[config.mk]
export PLATFORM = sky130hd
export DESIGN_NAME = bptc_press
export DESIGN_NICKNAME = d
export VERILOG_FILES = /design/src/rtl/core/baro_pressure_temp_compensation_defines.svh /design/src/rtl/core/bptc_pkg.sv /design/src/rtl/core/bptc_press.sv
export SDC_FILE = /design/constraint.sdc
export NUM_CORES = 2
export LEC_CHECK = 0
export BUFFER_PORTS_ARGS = -buffer_cell sky130_fd_sc_hd__buf_2
export CAP_MARGIN = 20
export CORE_MARGIN = 3
export CORE_UTILIZATION = 55
export CTS_CLUSTER_SIZE = 40
export DETAILED_ROUTE_END_ITERATION = 16
export PLACE_DENSITY = 0.75
export SLEW_MARGIN = 20
export SYNTH_ARGS = -nofsm -noshare
export SYNTH_HDL_FRONTEND = slang
export SYNTH_SLANG_ARGS = --single-unit
[constraint.sdc]
create_clock -name clk -period 2.65 [get_ports clk]
set_input_delay 0.265 -clock clk [delete_from_list [all_inputs] [get_ports clk]]
set_output_delay 0.265 -clock clk [all_outputs]
set_load 0.02 [all_outputs]
[src/rtl/core/baro_pressure_temp_compensation_defines.svh]
// Assertion macros shared by the barometer compensation RTL.
`ifndef BARO_PRESSURE_TEMP_COMPENSATION_DEFINES_SVH
`define BARO_PRESSURE_TEMP_COMPENSATION_DEFINES_SVH

// Consequent must hold in the same cycle as the antecedent.
`define BPTC_ASSERT_SAME(lbl, ante, cons, msg) \
	lbl: assert property (@(posedge clk) disable iff (!arst_n) (ante) |-> (cons)) \
		else $error(msg);

// Consequent must hold in the cycle after the antecedent.
`define BPTC_ASSERT_NEXT(lbl, ante, cons, msg) \
	lbl: assert property (@(posedge clk) disable iff (!arst_n) (ante) |=> (cons)) \
		else $error(msg);

`endif

[src/rtl/core/bptc_pkg.sv]
// Types and constants shared by the barometer compensation pipeline.
package bptc_pkg;

	// Configuration register indexes.
	localparam logic [2:0] CFG_PRESSURE_SENSITIVITY  = 3'd0;
	localparam logic [2:0] CFG_PRESSURE_OFFSET       = 3'd1;
	localparam logic [2:0] CFG_SENS_TEMP_COEF        = 3'd2;
	localparam logic [2:0] CFG_OFFSET_TEMP_COEF      = 3'd3;
	localparam logic [2:0] CFG_REFERENCE_TEMPERATURE = 3'd4;
	localparam logic [2:0] CFG_TEMP_SENSITIVITY_COEF = 3'd5;

	// Temperature thresholds in centidegrees.
	localparam logic signed [19:0] COLD_LIMIT      = 20'sd2000;
	// Distance from the cold limit down to the very cold limit.
	localparam logic signed [18:0] VERY_COLD_SPAN  = 19'sd3500;

	// Scaling shifts of the compensation formulas.
	localparam int unsigned OFF_TC_SHIFT  = 7;
	localparam int unsigned SENS_TC_SHIFT = 8;
	localparam int unsigned TEMP_SHIFT    = 23;
	localparam int unsigned T2_SHIFT      = 31;
	localparam int unsigned PROD_SHIFT    = 21;
	localparam int unsigned PRESS_SHIFT   = 15;
	localparam int unsigned SENS_LO_W     = 20;

	// One input item: raw conversions.
	typedef struct packed {
		logic [23:0] raw_pressure;
		logic [23:0] raw_temperature;
	} in_item_t;

	// One result item.
	typedef struct packed {
		logic signed [31:0] comp_pressure;
		logic signed [19:0] temperature_centi;
	} out_item_t;

	// Factory calibration words.
	typedef struct packed {
		logic [15:0] pressure_sensitivity;
		logic [15:0] pressure_offset;
		logic [15:0] sens_temp_coef;
		logic [15:0] offset_temp_coef;
		logic [15:0] reference_temperature;
		logic [15:0] temp_sensitivity_coef;
	} cal_t;

	// First-order results handed to the correction stages.
	typedef struct packed {
		logic               valid;
		logic [23:0]        d1;
		logic signed [39:0] off;
		logic signed [39:0] sens;
		logic signed [18:0] tdiff;
		logic signed [18:0] tcold;
		logic [16:0]        t2;
	} first_t;

	// Corrected values handed to the pressure stages.
	typedef struct packed {
		logic               valid;
		logic [23:0]        d1;
		logic signed [39:0] off;
		logic signed [39:0] sens;
		logic signed [19:0] temp;
	} second_t;

endpackage

[src/rtl/core/bptc_press.sv]
// Pressure stages: split product of raw pressure and sensitivity, then scaling.
module bptc_press (
	input  logic                clk,
	input  logic                arst_n,
	input  bptc_pkg::second_t   si,
	output logic                done,
	output bptc_pkg::out_item_t result
);

	logic                   v_s7, v_s8, v_s9;
	logic [43:0]            pl_s7;
	logic signed [44:0]     ph_s7;
	logic signed [39:0]     off_s7, off_s8;
	logic signed [19:0]     temp_s7, temp_s8;
	logic signed [63:0]     prod_s8;
	logic signed [43:0]     press_c;
	bptc_pkg::out_item_t    result_s9;

	// Valid bits travel with the items.
	always_ff @(posedge clk or negedge arst_n) begin
		if (!arst_n) begin
			v_s7 <= 1'b0;
			v_s8 <= 1'b0;
			v_s9 <= 1'b0;
		end else begin
			v_s7 <= si.valid;
			v_s8 <= v_s7;
			v_s9 <= v_s8;
		end
	end

	// Stage 7: partial products against the low and high halves of the sensitivity.
	always_ff @(posedge clk) begin
		pl_s7   <= si.d1 * si.sens[bptc_pkg::SENS_LO_W-1:0];
		ph_s7   <= $signed({1'b0, si.d1}) * $signed(si.sens[39:bptc_pkg::SENS_LO_W]);
		off_s7  <= si.off;
		temp_s7 <= si.temp;
	end

	// Stage 8: recombine the full product.
	always_ff @(posedge clk) begin
		prod_s8 <= (64'(ph_s7) <<< bptc_pkg::SENS_LO_W) + $signed({20'h00000, pl_s7});
		off_s8  <= off_s7;
		temp_s8 <= temp_s7;
	end

	// Scaled product minus offset.
	assign press_c = 44'(prod_s8 >>> bptc_pkg::PROD_SHIFT) - 44'(off_s8);

	// Stage 9: output register, low 32 bits of the pressure.
	always_ff @(posedge clk) begin
		result_s9.comp_pressure     <= 32'(press_c >>> bptc_pkg::PRESS_SHIFT);
		result_s9.temperature_centi <= temp_s8;
	end

	assign done   = v_s9;
	assign result = result_s9;

endmodule

==> results_dict.tcl <==
set metrics [dict create \
    run_status "complete, but fails checks" \
    violations "negative setup slack" \
    crit_path_start_kind "primary input" \
    tightestPinTransition_ns 0.576 \
    timing.critical_path.to_type "flip-flop" \
    post_route_antenna_net_violation_count 0 \
    max_cap_viol_count 0 \
    use_met2_pct 48.9 \
    grt_start_max_net_pins 26 \
    synthDominantCellAreaShare_pct 38.5 \
    yosys-mux-area-fraction_pct 0.0276 \
    clk_pin_slew_worst_setup_hold_paths_ns 0.07 \
    drtIter0Drc 1636 \
    syn_nets 5725 \
    ys_dominant_reg_cell "dfxtp_1" \
    preCtsSetupSlack_ns -4.02 \
    design.die.area_sq_mm 0.0775 \
    clock-root-buffer "clkbuf_16" \
    finalSetupViolations 64 \
    ios 180 \
    floorplan.die.width_um 278 \
    placed_cell_area_sq_mm 0.0470 \
    post_route_cells_drive_above_1_share_pct 23.5 \
    syn-cell-area_sq_mm 0.0408 \
    top_usage_layer "met2" \
    worst_path_maximum_fanout 7 \
    setup_ws_ns -3.38 \
    grt_antenna_before_repair 5 \
    cts_tree "built" \
    grt_util_met1_pct 37.9 \
    synthesis.instances 4421 \
    synth.largest_area_cell "fa_1" \
    synth_sequential_area_ratio_pct 13.9 \
    fp.coreArea_sq_mm 0.0732 \
    finalWirelength_um 110000 \
    io_buffer_count 179 \
    drc 0 \
    finish.instance_area_sq_mm 0.0511 \
    timing.final.hold_violations 0 \
    fraction_of_met3_tracks_used_by_global_routing_pct 4.66 \
    cts_num_sinks 283 \
    worst_skew_pair.late_latency_ns 0.55 \
    drt_pass1_iterations 6 \
    overflow 0 \
    synth_fa_ha_area_share_pct 50.5 \
    average_footprint_of_a_synthesized_cell_sq_um 9.23 \
    reg2regPathDepth 11 \
    grt_pass1_wl_um 179000 \
    viasPerCell 5.30 \
    yosysUniqueCellTypes 72 \
    postSynthRegisterBits 283 \
    synth-compound-area-share_pct 6.57 \
    fillerInstances 5322 \
    timing.hold.worst.class "in -> async" \
    yosys_warnings 0 \
    dpl.cell_count 5881 \
    n_antenna_cell 0 \
    cts-buffers-inserted 26 \
    h_tree_depth 1 \
    critical_path_class "in -> reg" \
    yosysMostFrequentCell "inv_1" \
    xor_xnor_cell_area_share_of_the_yosys_netlist_pct 2.90 \
    clock_skew_ns 0.0293 \
    period_minus_slack_ns 6.03 \
    place_congestion 0.924 \
    crit_required_ns 3.06 \
    start_util_pct 55.7 \
    ctsLongestPathBuffers 3 \
    final_net_count 6394 \
    drv_slew 0 \
    final_worst_path_cycle_share_pct 228 \
    top_cell_types_by_occurrence_after_synthesis "inv_1, fa_1, nand2_1" \
    rsz_0062_raised_after_global_routing "true" \
    global_route.usage.total_pct 28.9 \
    max_clock_freq_ghz 0.166 \
    num_vias 32200 \
    cp.arrival_ns 6.44 \
    first_global_vias 34800 \
    vert_die_dim_um 278 \
    slew_headroom_pct 61.5 \
    wl_per_cell_um 18.2 \
    synth_top_family_by_area "adder cells" \
    finish.cell_count_without_fillers 6069 \
    estimated_wirelength_of_the_detail_placed_design_um 88300 \
    number_of_rows_in_the_core_area 99 \
    synthSimpleGateAreaFrac_pct 15.6 \
    async_reset_ff_share_pct 1.06 \
    synth_enable_flop_cells 0 \
    synth.top_cells.by_area "fa_1, dfxtp_1, ha_1" \
    areaGrowthSynthToFinish_pct 25.3 \
]
==> layout by cell type, fill, tap and decap left out, types with 42 or more instances in the layout <==
cell	n
inv_2	42
dlygate4sd3_1	62
nor2_1	67
nand3_1	44
o21ai_0	45
and2_4	48
a21o_1	73
buf_6	74
and2_1	418
dfxtp_1	275
nand2_1	524
inv_1	889
xnor2_1	78
buf_2	149
a21oi_1	91
ha_4	47
fa_1	749
buf_4	505
ha_1	343
==> what timing repair did <==
action                                  in CTS  in global routing
gates cloned                                 2                  1
endpoints found under the setup margin      86                100
gates resized for setup                    261                197
hold buffers                                62                  0
pin swaps                                  144                188
endpoints found under the hold margin       64                  0
setup buffers                               77                 32
==> final timing paths <==
check	to	start	slack (ns)
worst max-delay path	ph_s7[43]$_DFF_P_	si[105]	-3.38
worst min-delay path	done$_DFF_PN0_	arst_n	0.08
worst max register to register	result[48]$_DFF_P_	off_s8[12]$_DFF_P_	0
worst min register to register	result[0]$_DFF_P_	temp_s8[0]$_DFF_P_	0.32
max in group asynchronous	v_s8$_DFF_PN0_	arst_n	2.45
min in group clk	ph_s7[0]$_DFF_P_	si[100]	0.20
==> cell families after synthesis <==
family,after synthesis
fa+ha+maj,1177
flops,283
buf+inv,1135
simple gates,1277
xor+xnor,135
mux,1
compound gates,413
==> stage by stage <==
| stage | util (%) | setup TNS, ns | hold slack, ns |
|---|---|---|---|
| floorplan | - | -182.07 | -0.0306 |
| global placement | 64.2 | -225.10 | 0.0589 |
| detailed placement | 64.2 | -229.61 | 0.0638 |
| CTS | 68.6 | -180.46 | 0.0341 |
| global route | 69.8 | -193.12 | 0.0762 |
| finish | 69.8 | -182.99 | 0.0757 |
==> critical path, stage by stage <==
cell and delay [ns]:
buf_12 0.12, buf_12 0.14, buf_8 0.13, buf_12 0.11, buf_12 0.10, nand2_2 0.05
fa_1 0.53, inv_2 0.04, fa_1 0.55, fa_1 0.45, fa_2 0.55, fa_2 0.44
fa_1 0.50, fa_1 0.48, ha_4 0.34, a21oi_2 0.07, o211ai_1 0.10, o2111ai_2 0.16
and3_4 0.21, a211oi_4 0.30, nor4_4 0.08, or2_1 0.28, a211o_1 0.31, xnor2_1 0.13
==> layer usage <==
layer | part of all wire [%] | up-vias
met5 | 0.060 | -
met4 | 3.8 | 10
met3 | 7.5 | 275
met2 | 48 | 1149
met1 | 40 | 16100
li1 | - | 14700
==> sequential cells by signal, summed over array words and instances, names as in the netlist <==
register,count
prod_s8,43
result,49
v_s8,1
off_s7,40
done,1
ph_s7,44
v_s7,1
temp_s8,20
off_s8,40
temp_s7,20
pl_s7,24
==> layout make-up <==
class,instances,area [sq um],share of cell area [%]
flip-flops and latches,283,5690,11.1
clock buffers,28,679,1.33
inverters,932,3500,6.85
well taps,959,1200,2.35
clock inverters,20,255,0.499
multi-input cells,3003,32800,64.1
repair buffers,844,7000,13.7
Power is not shown: default switching activity piles up to over one toggle a cycle in this logic, so the estimate is an artifact.
