## config.mk

```make
export PLATFORM = sky130hd
export DESIGN_NAME = bptc_first
export DESIGN_NICKNAME = d
export VERILOG_FILES = /design/src/rtl/core/bptc_pkg.sv /design/src/rtl/core/bptc_first.sv
export VERILOG_INCLUDE_DIRS = /design/src /design/src/rtl/core
export SDC_FILE = /design/constraint.sdc
export NUM_CORES = 2
export LEC_CHECK = 0
export BUFFER_PORTS_ARGS = -buffer_cell sky130_fd_sc_hd__buf_4
export CAP_MARGIN = 15
export CORE_ASPECT_RATIO = 0.5
export CORE_UTILIZATION = 30
export CTS_BUF_LIST = sky130_fd_sc_hd__clkbuf_2
export CTS_CLUSTER_SIZE = 25
export DETAILED_ROUTE_END_ITERATION = 12
export GPL_ROUTABILITY_DRIVEN = 0
export SYNTH_ARGS = -nofsm -noshare
export SYNTH_HDL_FRONTEND = slang
export SYNTH_SLANG_ARGS = --single-unit
```

## constraint.sdc

```tcl
create_clock -name clk -period 7.9 [get_ports clk]
set_clock_uncertainty 0.2 [all_clocks]
set_input_delay 0.395 -clock clk [delete_from_list [all_inputs] [get_ports clk]]
set_output_delay 0.395 -clock clk [all_outputs]
set_load 0.01 [all_outputs]
```

## src/rtl/core/baro_pressure_temp_compensation_defines.svh

```systemverilog
// Assertion macros shared by the barometer compensation RTL.
`ifndef BARO_PRESSURE_TEMP_COMPENSATION_DEFINES_SVH
`define BARO_PRESSURE_TEMP_COMPENSATION_DEFINES_SVH

// Consequent must hold in the same cycle as the antecedent.
`define BPTC_ASSERT_SAME(lbl, ante, cons, msg) \
	lbl: assert property (@(posedge clk) disable iff (!arst_n) (ante) |-> (cons)) \
		else $error(msg);

// Consequent must hold in the cycle after the antecedent.
`define BPTC_ASSERT_NEXT(lbl, ante, cons, msg) \
	lbl: assert property (@(posedge clk) disable iff (!arst_n) (ante) |=> (cons)) \
		else $error(msg);

`endif

```

## src/rtl/core/bptc_pkg.sv

```systemverilog
// Types and constants shared by the barometer compensation pipeline.
package bptc_pkg;

	// Configuration register indexes.
	localparam logic [2:0] CFG_PRESSURE_SENSITIVITY  = 3'd0;
	localparam logic [2:0] CFG_PRESSURE_OFFSET       = 3'd1;
	localparam logic [2:0] CFG_SENS_TEMP_COEF        = 3'd2;
	localparam logic [2:0] CFG_OFFSET_TEMP_COEF      = 3'd3;
	localparam logic [2:0] CFG_REFERENCE_TEMPERATURE = 3'd4;
	localparam logic [2:0] CFG_TEMP_SENSITIVITY_COEF = 3'd5;

	// Temperature thresholds in centidegrees.
	localparam logic signed [19:0] COLD_LIMIT      = 20'sd2000;
	// Distance from the cold limit down to the very cold limit.
	localparam logic signed [18:0] VERY_COLD_SPAN  = 19'sd3500;

	// Scaling shifts of the compensation formulas.
	localparam int unsigned OFF_TC_SHIFT  = 7;
	localparam int unsigned SENS_TC_SHIFT = 8;
	localparam int unsigned TEMP_SHIFT    = 23;
	localparam int unsigned T2_SHIFT      = 31;
	localparam int unsigned PROD_SHIFT    = 21;
	localparam int unsigned PRESS_SHIFT   = 15;
	localparam int unsigned SENS_LO_W     = 20;

	// One input item: raw conversions.
	typedef struct packed {
		logic [23:0] raw_pressure;
		logic [23:0] raw_temperature;
	} in_item_t;

	// One result item.
	typedef struct packed {
		logic signed [31:0] comp_pressure;
		logic signed [19:0] temperature_centi;
	} out_item_t;

	// Factory calibration words.
	typedef struct packed {
		logic [15:0] pressure_sensitivity;
		logic [15:0] pressure_offset;
		logic [15:0] sens_temp_coef;
		logic [15:0] offset_temp_coef;
		logic [15:0] reference_temperature;
		logic [15:0] temp_sensitivity_coef;
	} cal_t;

	// First-order results handed to the correction stages.
	typedef struct packed {
		logic               valid;
		logic [23:0]        d1;
		logic signed [39:0] off;
		logic signed [39:0] sens;
		logic signed [18:0] tdiff;
		logic signed [18:0] tcold;
		logic [16:0]        t2;
	} first_t;

	// Corrected values handed to the pressure stages.
	typedef struct packed {
		logic               valid;
		logic [23:0]        d1;
		logic signed [39:0] off;
		logic signed [39:0] sens;
		logic signed [19:0] temp;
	} second_t;

endpackage

```

## src/rtl/core/bptc_first.sv

```systemverilog
// First-order stages: temperature difference, offset, sensitivity and temperature.
`include "baro_pressure_temp_compensation_defines.svh"

module bptc_first (
	input  logic              clk,
	input  logic              arst_n,
	input  logic              in_valid,
	input  bptc_pkg::in_item_t in_item,
	input  bptc_pkg::cal_t    cal,
	output bptc_pkg::first_t  fo
);

	logic               v_s1, v_s2, v_s3;
	logic [23:0]        d1_s1, d1_s2, d1_s3;
	logic signed [24:0] dt_s1;
	logic signed [41:0] offm_s2, sensm_s2, tm_s2;
	logic signed [49:0] dsq_s2;
	logic signed [39:0] off_s3, sens_s3;
	logic signed [18:0] tdiff_s3, tcold_s3;
	logic [16:0]        t2_s3;
	logic signed [18:0] tdiff_c;

	// Valid bits travel with the items.
	always_ff @(posedge clk or negedge arst_n) begin
		if (!arst_n) begin
			v_s1 <= 1'b0;
			v_s2 <= 1'b0;
			v_s3 <= 1'b0;
		end else begin
			v_s1 <= in_valid;
			v_s2 <= v_s1;
			v_s3 <= v_s2;
		end
	end

	// Stage 1: temperature difference against the reference.
	always_ff @(posedge clk) begin
		d1_s1 <= in_item.raw_pressure;
		dt_s1 <= $signed({1'b0, in_item.raw_temperature})
			- $signed({1'b0, cal.reference_temperature, 8'h00});
	end

	// Stage 2: the four products of the temperature difference.
	always_ff @(posedge clk) begin
		d1_s2    <= d1_s1;
		offm_s2  <= $signed({1'b0, cal.offset_temp_coef}) * dt_s1;
		sensm_s2 <= $signed({1'b0, cal.sens_temp_coef}) * dt_s1;
		tm_s2    <= dt_s1 * $signed({1'b0, cal.temp_sensitivity_coef});
		dsq_s2   <= dt_s1 * dt_s1;
	end

	// Temperature minus the cold limit, floor-shifted.
	assign tdiff_c = 19'(tm_s2 >>> bptc_pkg::TEMP_SHIFT);

	// Stage 3: scale and sum the first-order terms.
	always_ff @(posedge clk) begin
		d1_s3    <= d1_s2;
		off_s3   <= $signed({8'h00, cal.pressure_offset, 16'h0000})
			+ 40'(offm_s2 >>> bptc_pkg::OFF_TC_SHIFT);
		sens_s3  <= $signed({9'h000, cal.pressure_sensitivity, 15'h0000})
			+ 40'(sensm_s2 >>> bptc_pkg::SENS_TC_SHIFT);
		tdiff_s3 <= tdiff_c;
		tcold_s3 <= tdiff_c + bptc_pkg::VERY_COLD_SPAN;
		t2_s3    <= dsq_s2[bptc_pkg::T2_SHIFT +: 17];
	end

	assign fo.valid = v_s3;
	assign fo.d1    = d1_s3;
	assign fo.off   = off_s3;
	assign fo.sens  = sens_s3;
	assign fo.tdiff = tdiff_s3;
	assign fo.tcold = tcold_s3;
	assign fo.t2    = t2_s3;

	// Very cold always implies cold.
	`BPTC_ASSERT_SAME(a_very_cold_is_cold, v_s3 && (tcold_s3 < 0), tdiff_s3 < 0,
		"very cold item not flagged cold")

endmodule

```

==> results.py <==
metrics = {
    "run_status": {
        "run_status": "finished clean",
    },
    "sta": {
        "slew_headroom": 0.496,
        "rsz0062_at_grt": "false",
        "min_period_over_period": 0.968,
        "tns_ps": 0,
        "tightest_slew_ps": 755,
        "hold_viol_final": 0,
        "setup_viol": 0,
        "max_freq_mhz": 131,
        "fin_crit_ps": 7650,
        "timing.final.max_slew_violations": 0,
    },
    "yosys": {
        "synthTopCellsByArea": "fa_1 51%, inv_1 11%, dfxtp_1 9.4%, ha_1 9.0%, and2_1 5.4%",
        "synth-async-reset-ratio": 0.00912,
        "synth.avg_cell_area_um2": 9.54,
        "ys_types": 71,
        "synth_common_cells": "2008 x inv_1, 1760 x fa_1, 942 x nand2_1",
        "ys.warnings.count": 0,
        "synth_fp_nets": 9720,
        "synthCells": 7314,
        "synth_top_flop_cell": "dfxtp_1",
        "seq_area_frac_synth": 0.0946,
        "synth_most_common_cell": "inv_1",
        "synth_enable_flop_cells": 0,
        "yosys.area.top_type": "fa_1",
        "syn_area_um2": 69800,
        "synth_seq_cells": 329,
        "synth_top_area_frac": 0.505,
    },
    "cells_and_area": {
        "area_delta_synth_final_pct": 13.5,
        "drive_gt1_frac": 0.0727,
        "register_area_um2": 6650,
        "fillers": 23400,
        "multiInputGateArea_um2": 54400,
        "nets": 10200,
    },
    "worst_setup_path": {
        "cp_cell_sequence": "inv_1, nor2_1, fa_1, fa_1, fa_1, inv_1, fa_1, inv_1, fa_1, fa_1, inv_1, fa_1, inv_1, ha_1, a21oi_1, o221ai_1, a221oi_1, nand3_1, o211ai_2, o31ai_4, a221oi_2, a21oi_1, a21oi_1, xnor2_1",
        "path_buf_inv": 5,
        "cp_max_fo": 15,
        "endpoint_kind": "flip-flop",
        "startpoint_type": "flip-flop",
        "required_ps": 8970,
        "slowest_delay_ps": 540,
        "crit_family": "adder cells",
        "arrival_ps": 8710,
        "cpMostUsedCell": "fa_1",
        "critPathKind": "reg2reg",
        "critPathSlowestCell": "dfxtp_2",
    },
    "flow_run": {
        "drv_cap": 0,
    },
    "route": {
        "avgRoutedWirePerCell_um": 15.7,
        "drtIter0Drc": 2185,
        "firstDrtPassIters": 5,
        "ant_nets": 0,
        "drc_errors": 0,
        "viasPerCell": 4.39,
        "wl_um": 171000,
        "vias": 48000,
    },
    "global_route": {
        "grt_usage": 0.152,
        "grt_overflow": 0,
        "antenna_found_initial": 15,
        "grt_pass1_vias": 53800,
        "grt_max_degree": 79,
        "grt_pass1_wl_um": 285000,
    },
    "floorplanning": {
        "die-area_um2": 235000,
        "initial_core_util": 0.304,
        "rows": 124,
        "die_w_um": 684,
        "coreArea_um2": 230000,
        "die_y_um": 343,
        "io_pins": 307,
    },
    "cts": {
        "clockRootBuffer": "clkbuf_2",
        "postCtsSetupRepairBufs": 0,
        "path_clk_slew_ps": 120,
        "cts_num_sinks": 329,
        "cts_tree": "yes",
        "clk_path_buf_depth": 3,
        "htree_levels": 3,
        "cts_made_buffers": 86,
        "insertion_delay_ps": 1390,
    },
    "place": {
        "portBuffers": 306,
        "hpwl_um": 138000,
    },
    "hold_path": {
        "hold_class": "reg2reg",
    },
}
-- stage by stage --
stage	util	cells	hold slack (ps)	setup slack [ps]	instance area [µm²]
2_1_floorplan	-	7314	-101	682	69800
4_1_cts	0.344	10900	4.07	68.2	79100
3_5_place_dp	0.328	10500	-12.3	142	75300
6_report	0.345	10900	52.6	252	79200
5_1_grt	0.345	10900	1.99	1.55	79200
3_3_place_gp	0.328	10500	-14.5	204	75300
-- cell type report --
cell class	instances	share of cell area
clock buffers	116	0.00733
flip-flops and latches	329	0.0840
well taps	3087	0.0488
clock inverters	31	0.00362
repair buffers	670	0.0738
multi-input cells	4658	0.687
inverters	2008	0.0952
diodes	14	0.000442
-- logic make-up (layout without fill, tap and decap cells) --
| kind of cell | after synthesis | after routing | synth area share |
|---|---|---|---|
| AOI/OAI and AO/OA | 348 | 348 | 0.0338 |
| xor gates and xnor gates | 182 | 182 | 0.0229 |
| adders and majority gates | 2259 | 2259 | 0.595 |
| buffers and inverters | 2327 | 2825 | 0.126 |
| DFF | 329 | 329 | 0.0946 |
| muxes | 5 | 5 | 0.000735 |
| other | 0 | 14 | 0 |
| and+or+nand+nor | 1864 | 1864 | 0.127 |
-- sequential cells by signal (all words and copies together) (netlist names), 19 cells and up --
signal and flops:
off_s3 36, offm_s2 35, sens_s3 35, sensm_s2 34, dt_s1 25, d1_s1 24, d1_s2 24, d1_s3 24
tdiff_s3 19, tm_s2 19
-- routing by layer --
layer | global-route usage | share of wire | wire length (µm)
met1 | 0.186 | 0.40 | 69200
met2 | 0.277 | 0.52 | 88900
met3 | 0.0202 | 0.045 | 7670
met4 | 0.0501 | 0.032 | 5450
met5 | 0 | 0.00015 | 25
-- worst paths after layout --
| kind | from | to | slack, ps | cells past startpoint |
|---|---|---|---|---|
| setup / recovery | dt_s1[3]$_DFF_P_ | dsq_s2[47]$_DFF_P_ | 250 | 24 |
| hold / removal | d1_s2[20]$_DFF_P_ | d1_s3[20]$_DFF_P_ | 50 | 0 |
| setup reg to reg | dt_s1[3]$_DFF_P_ | dsq_s2[47]$_DFF_P_ | 250 | 24 |
| hold reg to reg | d1_s2[20]$_DFF_P_ | d1_s3[20]$_DFF_P_ | 50 | 0 |
| max in group asynchronous | arst_n | v_s1$_DFF_PN0_ | 6970 | 4 |
| min in group asynchronous | arst_n | v_s3$_DFF_PN0_ | 380 | 4 |
-- worst register-to-register path: cells and delay by family, from the launching register on --
| kind | cells | cell delay, ps |
|---|---|---|
| fa+ha+maj | 8 | 3780 |
| simple gates | 2 | 550 |
| xor+xnor | 1 | 130 |
| compound gates | 8 | 1880 |
| flops | 1 | 540 |
| buf+inv | 5 | 450 |
-- cell usage in the layout, fill, tap and decap left out, types with 56 or more instances in the layout --
master,n
ha_1,499
o21ai_0,56
fa_1,1759
and2_1,598
dlygate4sd3_1,292
clkbuf_2,116
a21oi_1,99
inv_1,2008
nand2_1,942
dfxtp_1,301
xnor2_1,130
buf_4,368
nor2_1,143
-- what timing repair did --
item / in CTS / in global routing
endpoints found under the setup margin: 0 / 11
hold buffers: 292 / 0
hold endpoints to repair: 95 / 0
gates resized for setup: 0 / 15
Power is not shown: default switching activity piles up to over one toggle a cycle in this logic, so the estimate is an artifact.
