[src/rtl/core/baro_pressure_temp_compensation_defines.svh]
// Assertion macros shared by the barometer compensation RTL.
`ifndef BARO_PRESSURE_TEMP_COMPENSATION_DEFINES_SVH
`define BARO_PRESSURE_TEMP_COMPENSATION_DEFINES_SVH

// Consequent must hold in the same cycle as the antecedent.
`define BPTC_ASSERT_SAME(lbl, ante, cons, msg) \
	lbl: assert property (@(posedge clk) disable iff (!arst_n) (ante) |-> (cons)) \
		else $error(msg);

// Consequent must hold in the cycle after the antecedent.
`define BPTC_ASSERT_NEXT(lbl, ante, cons, msg) \
	lbl: assert property (@(posedge clk) disable iff (!arst_n) (ante) |=> (cons)) \
		else $error(msg);

`endif

[src/rtl/core/bptc_pkg.sv]
// Types and constants shared by the barometer compensation pipeline.
package bptc_pkg;

	// Configuration register indexes.
	localparam logic [2:0] CFG_PRESSURE_SENSITIVITY  = 3'd0;
	localparam logic [2:0] CFG_PRESSURE_OFFSET       = 3'd1;
	localparam logic [2:0] CFG_SENS_TEMP_COEF        = 3'd2;
	localparam logic [2:0] CFG_OFFSET_TEMP_COEF      = 3'd3;
	localparam logic [2:0] CFG_REFERENCE_TEMPERATURE = 3'd4;
	localparam logic [2:0] CFG_TEMP_SENSITIVITY_COEF = 3'd5;

	// Temperature thresholds in centidegrees.
	localparam logic signed [19:0] COLD_LIMIT      = 20'sd2000;
	// Distance from the cold limit down to the very cold limit.
	localparam logic signed [18:0] VERY_COLD_SPAN  = 19'sd3500;

	// Scaling shifts of the compensation formulas.
	localparam int unsigned OFF_TC_SHIFT  = 7;
	localparam int unsigned SENS_TC_SHIFT = 8;
	localparam int unsigned TEMP_SHIFT    = 23;
	localparam int unsigned T2_SHIFT      = 31;
	localparam int unsigned PROD_SHIFT    = 21;
	localparam int unsigned PRESS_SHIFT   = 15;
	localparam int unsigned SENS_LO_W     = 20;

	// One input item: raw conversions.
	typedef struct packed {
		logic [23:0] raw_pressure;
		logic [23:0] raw_temperature;
	} in_item_t;

	// One result item.
	typedef struct packed {
		logic signed [31:0] comp_pressure;
		logic signed [19:0] temperature_centi;
	} out_item_t;

	// Factory calibration words.
	typedef struct packed {
		logic [15:0] pressure_sensitivity;
		logic [15:0] pressure_offset;
		logic [15:0] sens_temp_coef;
		logic [15:0] offset_temp_coef;
		logic [15:0] reference_temperature;
		logic [15:0] temp_sensitivity_coef;
	} cal_t;

	// First-order results handed to the correction stages.
	typedef struct packed {
		logic               valid;
		logic [23:0]        d1;
		logic signed [39:0] off;
		logic signed [39:0] sens;
		logic signed [18:0] tdiff;
		logic signed [18:0] tcold;
		logic [16:0]        t2;
	} first_t;

	// Corrected values handed to the pressure stages.
	typedef struct packed {
		logic               valid;
		logic [23:0]        d1;
		logic signed [39:0] off;
		logic signed [39:0] sens;
		logic signed [19:0] temp;
	} second_t;

endpackage

[src/rtl/core/bptc_second.sv]
// Second-order correction stages for cold and very cold temperatures.
`include "baro_pressure_temp_compensation_defines.svh"

module bptc_second (
	input  logic              clk,
	input  logic              arst_n,
	input  bptc_pkg::first_t  fi,
	output bptc_pkg::second_t so
);

	logic               v_s4, v_s5, v_s6;
	logic [23:0]        d1_s4, d1_s5, d1_s6;
	logic signed [39:0] off_s4, off_s5, off_s6;
	logic signed [39:0] sens_s4, sens_s5, sens_s6;
	logic signed [19:0] temp_s4, temp_s5, temp_s6;
	logic [16:0]        t2_s4, t2_s5;
	logic               cold_s4, cold_s5, very_s4;
	logic signed [37:0] sq_s4, sqb_s4;
	logic [39:0]        off2_s5, sens2_s5;
	logic [39:0]        sq_w, sqb_w, five_sq, seven_sqb, eleven_sqb;
	logic [39:0]        off2_c, sens2_c;

	// Valid bits travel with the items.
	always_ff @(posedge clk or negedge arst_n) begin
		if (!arst_n) begin
			v_s4 <= 1'b0;
			v_s5 <= 1'b0;
			v_s6 <= 1'b0;
		end else begin
			v_s4 <= fi.valid;
			v_s5 <= v_s4;
			v_s6 <= v_s5;
		end
	end

	// Stage 4: squares of the distances below both limits.
	always_ff @(posedge clk) begin
		d1_s4   <= fi.d1;
		off_s4  <= fi.off;
		sens_s4 <= fi.sens;
		t2_s4   <= fi.t2;
		temp_s4 <= bptc_pkg::COLD_LIMIT + 20'(fi.tdiff);
		cold_s4 <= fi.tdiff[18];
		very_s4 <= fi.tcold[18];
		sq_s4   <= fi.tdiff * fi.tdiff;
		sqb_s4  <= fi.tcold * fi.tcold;
	end

	// Both squares are non-negative, so halving and quartering are shifts.
	assign sq_w       = 40'($unsigned(sq_s4));
	assign sqb_w      = 40'($unsigned(sqb_s4));
	assign five_sq    = sq_w + (sq_w << 2);
	assign seven_sqb  = (sqb_w << 3) - sqb_w;
	assign eleven_sqb = (sqb_w << 3) + (sqb_w << 1) + sqb_w;

	always_comb begin
		off2_c  = '0;
		sens2_c = '0;
		if (cold_s4) begin
			off2_c  = five_sq >> 1;
			sens2_c = five_sq >> 2;
			if (very_s4) begin
				off2_c  = off2_c + seven_sqb;
				sens2_c = sens2_c + (eleven_sqb >> 1);
			end
		end
	end

	// Stage 5: correction terms.
	always_ff @(posedge clk) begin
		d1_s5    <= d1_s4;
		off_s5   <= off_s4;
		sens_s5  <= sens_s4;
		temp_s5  <= temp_s4;
		t2_s5    <= t2_s4;
		cold_s5  <= cold_s4;
		off2_s5  <= off2_c;
		sens2_s5 <= sens2_c;
	end

	// Stage 6: apply the corrections.
	always_ff @(posedge clk) begin
		d1_s6   <= d1_s5;
		off_s6  <= off_s5 - $signed(off2_s5);
		sens_s6 <= sens_s5 - $signed(sens2_s5);
		temp_s6 <= cold_s5 ? (temp_s5 - $signed({3'b000, t2_s5})) : temp_s5;
	end

	assign so.valid = v_s6;
	assign so.d1    = d1_s6;
	assign so.off   = off_s6;
	assign so.sens  = sens_s6;
	assign so.temp  = temp_s6;

	// Corrections only ever lower the first-order values.
	`BPTC_ASSERT_NEXT(a_off_not_raised, v_s5, off_s6 <= $past(off_s5),
		"offset correction raised the offset")
	`BPTC_ASSERT_NEXT(a_sens_not_raised, v_s5, sens_s6 <= $past(sens_s5),
		"sensitivity correction raised the sensitivity")
	`BPTC_ASSERT_NEXT(a_temp_not_raised, v_s5, temp_s6 <= $past(temp_s5),
		"temperature correction raised the temperature")

endmodule

[config.mk]
export PLATFORM = sky130hd
export DESIGN_NAME = bptc_second
export DESIGN_NICKNAME = d
export VERILOG_FILES = /design/src/rtl/core/bptc_pkg.sv /design/src/rtl/core/bptc_second.sv
export VERILOG_INCLUDE_DIRS = /design/src /design/src/rtl/core
export SDC_FILE = /design/constraint.sdc
export NUM_CORES = 2
export LEC_CHECK = 0
export BUFFER_PORTS_ARGS = -buffer_cell sky130_fd_sc_hd__buf_2
export CAP_MARGIN = 15
export CORE_MARGIN = 2
export CORE_UTILIZATION = 25
export CTS_CLUSTER_DIAMETER = 80
export DETAILED_ROUTE_END_ITERATION = 7
export PLACE_DENSITY = 0.4
export SLEW_MARGIN = 10
export SYNTH_ARGS = -nofsm -noshare
export SYNTH_HDL_FRONTEND = slang
export SYNTH_SLANG_ARGS = --single-unit
[constraint.sdc]
create_clock -name clk -period 8.6 [get_ports clk]
set_input_delay 0.86 -clock clk [delete_from_list [all_inputs] [get_ports clk]]
set_output_delay 0.86 -clock clk [all_outputs]
set_load 0.005 [all_outputs]
==> impl_metrics.json <==
{
  "avgSynthCellArea_sq_um": 9.69,
  "grt_pass1_wl_um": 217000,
  "worst_skew_pair.late_latency_ns": 0.70,
  "ys_types": 86,
  "synth_seq_cells": 565,
  "path_class": "in -> reg",
  "routedWlPerCell_um": 16.9,
  "tritoncts": "yes",
  "worst-path-max-fanout": 17,
  "ant_nets": 0,
  "fin_util_pct": 28.5,
  "finalInstanceArea_sq_mm": 0.0575,
  "rows": 165,
  "ys_async_sr_fraction_pct": 0.531,
  "ys_warn_count": 0,
  "reg2reg_setup_slack_ns": 1.83,
  "status": "complete, no violations",
  "vias": 35300,
  "cp-start-kind": "input pin",
  "max_freq_mhz": 139,
  "crit_family": "adder cells",
  "clockRootBuffer": "clkbuf_16",
  "htreeDepth": 3,
  "max_slew_margin_pct": 29.3,
  "worst-path-stages": 25,
  "cts_buffer_depth": 3,
  "grt_max_degree": 67,
  "cpMostUsedCell": "fa_1",
  "final_max_slew_viol_count": 0,
  "place.gp.congestion": 0.866,
  "slowest_delay_ns": 0.56,
  "vias_per_cell": 4.28,
  "r2r-start": "sq_s4[0]",
  "synth_edf_count": 0,
  "nNetsFinal": 6913,
  "syn_to_final_growth_pct": 13.8,
  "numCtsBuffers": 67,
  "syn_nets": 6621,
  "setup-violations-final": 0,
  "place.port_buffers": 286,
  "arrival_ns": 7.81,
  "drc": 0,
  "io_pins": 287,
  "synthCells": 5218,
  "grt_pass1_vias": 37900,
  "crit_slowest_cell": "fa_1",
  "first_pass_iters": 5,
  "antenna_found_initial": 6,
  "rr_endpoint": "off2_s5[37]",
  "timing.final.crit_share_pct": 83.9,
  "dp_hpwl_um": 118000,
  "overflow": 0,
  "cap_violations": 0,
  "cp-startpoint": "fi[39]",
  "crit_end": "sq_s4[37]",
  "cts.sinks": 565,
  "reg2reg_depth": 21,
  "die_area_sq_mm": 0.206,
  "die_w_um": 454,
  "worstPathRequired_ns": 9.20,
  "max_slew.worst_pin.slew_ns": 1.06,
  "wirelength_um": 139000,
  "hold_class": "in -> reg",
  "synth_flop_cell": "dfxtp_1",
  "start_util_pct": 25.1,
  "rsz0062_at_grt": "no",
  "drtIter0Drc": 1445,
  "grtUsageTotal_pct": 13.6,
  "syn-cell-area_sq_mm": 0.0506,
  "drive_above_1_share_pct": 8.83,
  "place_area_sq_mm": 0.0552,
  "clk_pin_slew_worst_paths_ns": 0.06,
  "endpoint_kind": "register",
  "die_h_um": 454,
  "skew_ns": 0.0426,
  "finalHoldViolCount": 0,
  "path_buf_inv": 6,
  "seq_area_frac_synth_pct": 22.4,
  "setup_tns_ns": 0,
  "core_area_sq_mm": 0.202,
  "post_cts_buffers": 0,
  "period_needed_ns": 7.21
}
-- synth_stat cells, types with 64 or more instances --
library cell / number / area (sq um)
a21o_1: 142 / 1070
a21oi_1: 282 / 1410
and2_1: 97 / 607
clkbuf_1: 94 / 353
dfxtp_1: 562 / 11300
fa_1: 734 / 14700
ha_1: 507 / 6340
inv_1: 990 / 3720
nand2_1: 389 / 1460
nor2_1: 227 / 852
nor2b_1: 69 / 432
o21a_1: 64 / 480
o21ai_0: 143 / 716
xnor2_1: 236 / 2070
xor2_1: 100 / 876
-- cells by family (layout without fill, tap and decap cells) --
logic type | Yosys count | count (layout) | share of synthesized area (%)
adders and majority gates | 1241 | 1241 | 41.6
buffers and inverters | 1096 | 1440 | 8.19
and+or+nand+nor | 1046 | 1046 | 9.78
AOI/OAI and AO/OA | 909 | 909 | 11.7
DFF | 565 | 565 | 22.4
xor gates and xnor gates | 336 | 336 | 5.82
muxes | 24 | 24 | 0.505
other | 1 | 3 | 0.00741
-- routing by layer --
layer | routed length [um] | global-route usage [%] | up-vias
li1 | - | - | 17300
met1 | 64900 | 18.2 | 17300
met2 | 64100 | 22.3 | 551
met3 | 4520 | 1.59 | 178
met4 | 5750 | 5.46 | 0
met5 | 0 | 0 | -
-- repair_timing --
item / in CTS / in global routing
endpoints found under the setup margin: 0 / 0
hold endpoints to repair: 3 / 0
gates resized for setup: 0 / 0
hold buffers: 1 / 0
-- worst reg2reg max path, stage by stage (launching register included) --
cell      delay, ns
dfxtp_1        0.38
ha_1           0.23
ha_1           0.22
a211oi_1       0.32
o211ai_1       0.21
a21o_1         0.20
a21oi_1        0.27
o21bai_1       0.13
a32oi_1        0.26
a21oi_1        0.11
xor2_1         0.60
fa_1           0.55
ha_1           0.42
and3_1         0.20
and4_1         0.25
nand3_1        0.10
o21ai_1        0.41
a21oi_1        0.26
o311a_1        0.45
o41ai_2        0.54
xor2_1         0.21
a22o_1         0.33
-- flip-flops by register name, indices dropped and copies added, names as in the netlist, 40 cells and up --
name and cells:
off2_s5 40, off_s4 40, off_s5 40, off_s6 40, sens2_s5 40, sens_s4 40
sens_s5 40, sens_s6 40
-- area by class of cell --
type                    count  area, sq um
diodes                      2         5.00
inverters                 992         3720
repair buffers            327         1740
clock inverters            34          430
well taps                2672         3340
flip-flops and latches    565        11300
multi-input cells        3557        35100
fillers                 21400       144000
clock buffers              87         1850
-- layout by cell type, fill, tap and decap left out, types with 30 or more instances in the layout --
cell         n
nand2b_1    51
xor2_1     100
a21o_1     142
o21bai_1    35
inv_1      990
o21a_1      64
nand2_1    389
a31oi_1     32
nand3_1     42
dfxtp_1    561
nor2b_1     69
a21oi_1    282
nor2_1     227
fa_1       734
clkbuf_16   67
ha_1       507
nor3_1      51
buf_2      286
o21ai_0    143
and2_1      97
and3_1      30
xnor2_1    236
buf_4       40
-- metrics by stage --
stage | cells | setup WS, ns | hold slack [ns]
2_1_floorplan | 5218 | 1.23 | 0.310
3_3_place_gp | 8112 | 0.693 | 0.310
3_5_place_dp | 8112 | 0.675 | 0.312
4_1_cts | 8234 | 1.39 | 0.202
5_1_grt | 8236 | 0.898 | 0.228
6_report | 8236 | 1.39 | 0.270
-- worst min-delay path by stage --
| stage | startpoint | endpoint | depth (start not counted) |
|---|---|---|---|
| floorplan | d1_s4[0] | d1_s5[0] | 0 |
| global placement | sens_s4[1] | sens_s5[1] | 0 |
| detailed placement | off_s4[22] | off_s5[22] | 0 |
| CTS | fi[118] | off_s4[23] | 1 |
| global route | fi[118] | off_s4[23] | 1 |
| finish | fi[118] | off_s4[23] | 1 |
Power is left out: the tool's default activity adds up to more than one toggle a clock period on the data nets, which glitch-free logic cannot reach.
